==> src/hdl/sst_pkg.sv <==
// Shared types, codes and default sizes for the scoped symbol table.
`timescale 1ns / 1ps
package sst_pkg;

  // Default sizes handed to the top-level parameters.
  localparam int DEF_STORE_SLOTS = 64;
  localparam int DEF_MAX_SCOPES  = 16;
  localparam int DEF_ENTRY_BITS  = 32;

  // Fixed field widths of the request and result words.
  localparam int KEY_BITS   = 64;
  localparam int FIELD_BITS = 32;
  localparam int DEPTH_BITS = 5;

  // Request codes.
  typedef enum logic [1:0] {
    REQ_INSERT = 2'd0,
    REQ_LOOKUP = 2'd1,
    REQ_PUSH   = 2'd2,
    REQ_POP    = 2'd3
  } req_t;

  // Result status codes.
  typedef enum logic [2:0] {
    ST_OK         = 3'd0,
    ST_NO_SCOPE   = 3'd1,
    ST_STACK_FULL = 3'd2,
    ST_STORE_FULL = 3'd3,
    ST_RESERVED   = 3'd4
  } status_t;

  // Controller states.
  typedef enum logic [2:0] {
    S_CLEAR,
    S_IDLE,
    S_CHECK,
    S_SCAN,
    S_DRAIN,
    S_COMMIT,
    S_RESPOND
  } ctrl_state_t;

  // Request word.
  typedef struct packed {
    req_t                  req_type;
    logic [FIELD_BITS-1:0] key_index;
    logic [FIELD_BITS-1:0] key_generation;
    logic [FIELD_BITS-1:0] entry_value;
  } request_t;

  // Result word.
  typedef struct packed {
    logic                  found;
    logic [FIELD_BITS-1:0] entry_out;
    status_t               status;
    logic [DEPTH_BITS-1:0] scope_depth;
  } result_t;

  // Commands from the controller to the datapath.
  typedef struct packed {
    logic load;
    logic clear_wr;
    logic issue;
    logic commit;
    logic finish;
  } ctrl_cmd_t;

  // Status from the datapath to the controller.
  typedef struct packed {
    logic last_addr;
    logic quick;
    req_t req_type;
  } dp_stat_t;

endpackage

==> src/hdl/sst_ctrl.sv <==
// Controller state machine that sequences clearing, scans, commits and results.
`timescale 1ns / 1ps
module sst_ctrl (
  input  logic                 clk,
  input  logic                 rst,
  input  logic                 start,
  input  sst_pkg::dp_stat_t    stat,
  output sst_pkg::ctrl_cmd_t   cmd,
  output logic                 busy
);

  sst_pkg::ctrl_state_t state;
  sst_pkg::ctrl_state_t state_next;

  // State register; reset starts the clearing pass.
  always_ff @(posedge clk) begin
    if (rst) begin
      state <= sst_pkg::S_CLEAR;
    end else begin
      state <= state_next;
    end
  end

  // Next-state logic.
  always_comb begin
    state_next = state;
    unique case (state)
      sst_pkg::S_CLEAR: begin
        if (stat.last_addr) state_next = sst_pkg::S_IDLE;
      end
      sst_pkg::S_IDLE: begin
        if (start) state_next = sst_pkg::S_CHECK;
      end
      sst_pkg::S_CHECK: begin
        state_next = stat.quick ? sst_pkg::S_RESPOND : sst_pkg::S_SCAN;
      end
      sst_pkg::S_SCAN: begin
        if (stat.last_addr) state_next = sst_pkg::S_DRAIN;
      end
      sst_pkg::S_DRAIN: begin
        state_next = (stat.req_type == sst_pkg::REQ_INSERT) ? sst_pkg::S_COMMIT
                                                            : sst_pkg::S_RESPOND;
      end
      sst_pkg::S_COMMIT: begin
        state_next = sst_pkg::S_RESPOND;
      end
      sst_pkg::S_RESPOND: begin
        state_next = sst_pkg::S_IDLE;
      end
      default: begin
        state_next = sst_pkg::S_CLEAR;
      end
    endcase
  end

  // Command outputs.
  always_comb begin
    cmd.load     = (state == sst_pkg::S_IDLE) && start;
    cmd.clear_wr = (state == sst_pkg::S_CLEAR);
    cmd.issue    = (state == sst_pkg::S_SCAN);
    cmd.commit   = (state == sst_pkg::S_COMMIT);
    cmd.finish   = (state == sst_pkg::S_RESPOND);
    busy         = (state != sst_pkg::S_IDLE);
  end

endmodule

==> config.mk <==
export PLATFORM = sky130hd
export DESIGN_NAME = sst_ctrl
export DESIGN_NICKNAME = d
export VERILOG_FILES = /design/src/hdl/sst_pkg.sv /design/src/hdl/sst_ctrl.sv
export SDC_FILE = /design/constraint.sdc
export NUM_CORES = 1
export LEC_CHECK = 0
export BUFFER_PORTS_ARGS = -buffer_cell sky130_fd_sc_hd__buf_4
export CORE_AREA = 2 2 39 41
export DETAILED_ROUTE_END_ITERATION = 10
export DIE_AREA = 0 0 41 43
export PLACE_DENSITY = 0.48
export RECOVER_POWER = 50
export SETUP_SLACK_MARGIN = 0.3
export SYNTH_ARGS = -nofsm -noshare
export SYNTH_HDL_FRONTEND = slang
export SYNTH_SLANG_ARGS = --single-unit
==> constraint.sdc <==
create_clock -name clk -period 1.73 [get_ports clk]
set_clock_uncertainty 0.1 [all_clocks]
set_input_delay 0.346 -clock clk [delete_from_list [all_inputs] [get_ports clk]]
set_output_delay 0.346 -clock clk [all_outputs]
set_load 0.01 [all_outputs]
Word-level counts from Yosys, hierarchy flattened
Cells that the tools add are included.

storage, ports and cells
  logic and storage cells = 21
  bits of input ports = 7
  register bits = 3
  output and inout bits = 6

operators by class
  reduce and logical (&&, ||, !) cells = 4
  muxes and demuxes = 6
  equality and inequality tests = 10

operators by type and width
  cell                                            count
  one-hot mux 3 bit (7 select lines)              1
  2-to-1 mux 3 bit                                4
  == test 3 bit (second input constant)           3
  == test 3 x 2 -> 1 bit (second input constant)  2
  != test 2 bit (second input constant)           3
  == test 3 x 1 -> 1 bit (second input constant)  1
  zero test 3 bit                                 1
  != test 3 x 1 -> 1 bit (second input constant)  1
  AND reduction 3 bit                             1
  zero test 2 bit                                 1
  2-to-1 mux 2 bit                                1
  logical AND 1 bit                               1

Depth between registers and ports, before layout
  word-level depth = 3
  mapped depth = 4
  depth with buffers taken out = 3

Worst setup path after synthesis
OpenSTA, ideal clock, no wires.

  kind = register to output
  start point = register state[0]
  end point = output cmd[4] (netlist bit)
  data arrival time = 849 ps
  data required time = 1,284 ps
  setup slack = 435 ps
  cell stages (with the launch flop) = 4
  path buffers = 0
  cells stage by stage = dfxtp_1 and2b_1 nand2b_1 nor2_1

RTL lines
  item                      line            RTL
  start: declaration        sst_ctrl.sv:12  sst_pkg::ctrl_state_t state;
  start signal: assignment  sst_ctrl.sv:18  state <= sst_pkg::S_CLEAR;
  start signal: assignment  sst_ctrl.sv:20  state <= state_next;
  end: declaration          sst_ctrl.sv:8   output sst_pkg::ctrl_cmd_t cmd,

==> summary.md <==
| Metric | Value |
|---|---|
| Final slew viol count | `0` |
| ANT nets after route | `0` |
| Main combinational cell family by area after synthesis | `simple AND/OR/NAND/NOR gates` |
| Clock transition at path regs | `0.04 ns` |
| Crit path kind | `flop to output port` |
| Synth warn | `0` |
| Fin util | `0.309` |
| Hold WS | `0.184 ns` |
| Critical path's largest stage delay | `0.33 ns` |
| Synth cell types | `18` |
| Sequential power share | `0.262` |
| Clock Sinks | `3` |
| Biggest regs | `state x3` |
| DR WL met3 | `51 microns` |
| Vias in the first global route | `263` |
| Max-cap violations | `0` |
| Minimum clock period after layout | `1.53 ns` |
| Post-synthesis xor/xnor area fraction | `0` |
| Via Count | `310` |
| GR Overflow Total | `0` |
| Slowest stage cell, crit path | `dfxtp_4` |
| DR pass1 iterations | `3` |
| Hold WC Path Type | `input pin to flop` |
| CTS Buffer Depth | `2` |
| Initial antenna violation count | `0` |
| Die ar. | `1760 sq um` |
| Dpl ws | `0.360 ns` |
| Gate power share | `0.455` |
| Register area share after synthesis | `0.264` |
| Sw Pwr | `0.153 mW` |
| Final setup margin | `0.198 ns` |
| Initial cell density of the core | `0.165` |
| Cell-internal power | `0.295 mW` |
| Synthesized-area fraction occupied by adder cells | `0` |
| Crit-path max FO | `5` |
| Largest net degree at the start of global routing | `14` |
| Latest clock arrival within the worst-skew pair | `0.24 ns` |
| Cells after synthesis | `33` |
| Critical path arrival | `1.09 ns` |
| Number of port buffers | `12` |
| Detailed Place HPWL | `434 microns` |
| Largest register FFs | `3` |
| Global placement routability congestion | `0.709` |
| Cell Area, Synth | `228 sq um` |
| Avg Inst Size Synth | `6.90 sq um` |
| Clock network power share | `0.283` |
| CP Capture Type | `output port` |
| Maximum VDD drop | `0.000314 V` |
| Sw frac | `0.341` |
| Wire length on met2 | `359 microns` |
| Register bit total from synthesis | `3` |
| # setup viols final | `0` |
| Syn Nets | `40` |
| Startpoint class of the critical path | `flop` |
| Initial DRC count | `3` |
| I/O pin total | `13` |
| F_max | `653 MHz` |
| Data required time of the critical path | `1.28 ns` |
| Fin. Hold Viols | `0` |
| Post-Synth Simple-Gate Area | `0.423` |
| CTS Buf Count | `3` |
| Vias per inst | `4.43` |
| H-tree depth | `1` |
| Routed wire per std cell | `10.0 microns` |
| Antenna cells | `0` |
| Fin nets | `62` |
| Die H | `43 microns` |
| First-pass GRT wire length | `1010 microns` |
| Hold buffer count at CTS | `0` |
| Layout overhead on the synthesized area | `87.9%` |
| Cell Rows | `14` |
| PD cells | `1050 nW/um^2` |
| Highest metal used | `met4` |
| Most frequent cell on the critical path | `buf_4` |
| Drt total wl | `700 microns` |
| # DRC | `0` |
| Core area | `1380 sq um` |
| Mux cell area share after synthesis | `0.0495` |
| Met1 WL | `275 microns` |
| Final period util | `0.886` |
| RSZ-0062 raised after global routing | `yes` |
| CTS tree | `done` |
| Clk root buf | `clkbuf_4` |
| Die extent in x | `41 microns` |
| Status | `complete, no violations` |
| CP cell instances | `buf_4 -> buf_6 -> nor3_2 -> buf_4` |
| Slew headroom | `0.817` |
| Worst Tran Pin Value | `0.274 ns` |
| Layout cell share with drive strength beyond 1 | `0.481` |
| Most flops, register | `state` |
| Pleak | `0.199 nW` |
| Post-synthesis compound-gate area fraction | `0.209` |
| TNS Setup | `0 ns` |
| Total GRT Usage | `0.0893` |
| Fin area | `428 sq um` |
| Placed Area | `333 sq um` |
==> power groups by stage <==
stage / Sequential, mW / Clock [mW] / Combinational [mW]
6_report: 0.117 / 0.127 / 0.204
5_1_grt: 0.122 / 0.135 / 0.224
4_1_cts: 0.118 / 0.130 / 0.167
3_5_place_dp: 0.117 / 0 / 0.152
3_3_place_gp: 0.117 / 0 / 0.154
2_1_floorplan: 0.101 / 0 / 0.104
==> worst max-delay path: cells and delay by family, from the launching register on <==
family / cells / cell delay (ns)
flip-flops: 1 / 0.33
buffers and inverters: 3 / 0.37
AND/OR/NAND/NOR: 1 / 0.14
==> synthesized netlist by cell type <==
| library cell | count | area share |
|---|---|---|
| dfxtp_1 | 3 | 0.26 |
| buf_2 | 1 | 0.022 |
| and2b_1 | 1 | 0.033 |
| o21ai_1 | 2 | 0.044 |
| nand2b_1 | 2 | 0.055 |
| and2_1 | 1 | 0.027 |
| or2_1 | 1 | 0.027 |
| a21oi_1 | 2 | 0.044 |
| o32ai_2 | 1 | 0.071 |
| inv_1 | 2 | 0.033 |
| mux2_1 | 1 | 0.049 |
| and3_1 | 2 | 0.055 |
| nor2_1 | 6 | 0.099 |
| o21ai_0 | 1 | 0.022 |
| nand3b_1 | 1 | 0.033 |
| a31oi_1 | 1 | 0.027 |
| nand2_1 | 3 | 0.049 |
| nor3_1 | 2 | 0.044 |
==> cell families (layout without fill, tap and decap cells) <==
group	Yosys count	after routing
buffers and inverters	3	24
and+or+nand+nor	19	19
muxes	1	1
DFF	3	3
AOI/OAI and AO/OA	7	7
==> cell type report <==
| cell class | instances | area, sq um |
|---|---|---|
| fill | 161 | 956 |
| sequential | 3 | 68.8 |
| clock buffer | 4 | 26.3 |
| timing repair buffer | 18 | 143 |
| tap | 16 | 20.0 |
| multi-input combinational | 27 | 163 |
| inverter | 2 | 7.51 |
==> layout by cell type, fill, tap and decap left out, types with 2 or more instances in the layout <==
master and n:
nand2_1 3, dfxtp_4 2, and3_1 2, buf_6 3
o21ai_0 2, a21oi_1 2, clkbuf_1 2, buf_4 14
inv_1 2, clkbuf_4 3, nor2_1 5
==> per-layer routing <==
metal | vias to the layer above | global-route usage
met5 | - | 0
met4 | 0 | 0.0600
met3 | 2 | 0.0471
met2 | 10 | 0.125
met1 | 143 | 0.0994
li1 | 155 | -
==> per-stage QoR <==
stage	std cells	power, mW
finish	70	0.448
CTS	65	0.415
detailed placement	60	0.268
global route	70	0.481
floorplan	33	0.205
global placement	60	0.271
==> worst paths after layout <==
kind                                from       end  slack (ns)  cells after the start
worst min register to register  state[1]  state[2]        0.47                      2
worst max-delay path            state[2]    cmd[3]        0.20                      4
worst max register to register  state[2]  state[1]        0.48                      6
worst min-delay path                 rst  state[2]        0.18                      2
==> timing repair <==
action	4_1_cts	5_1_grt
resized for setup	6	5
buffers inserted	1	5
cloned	0	0
pin swaps	1	2
setup endpoints to repair	5	6
Power figures use the tool's default switching activity.
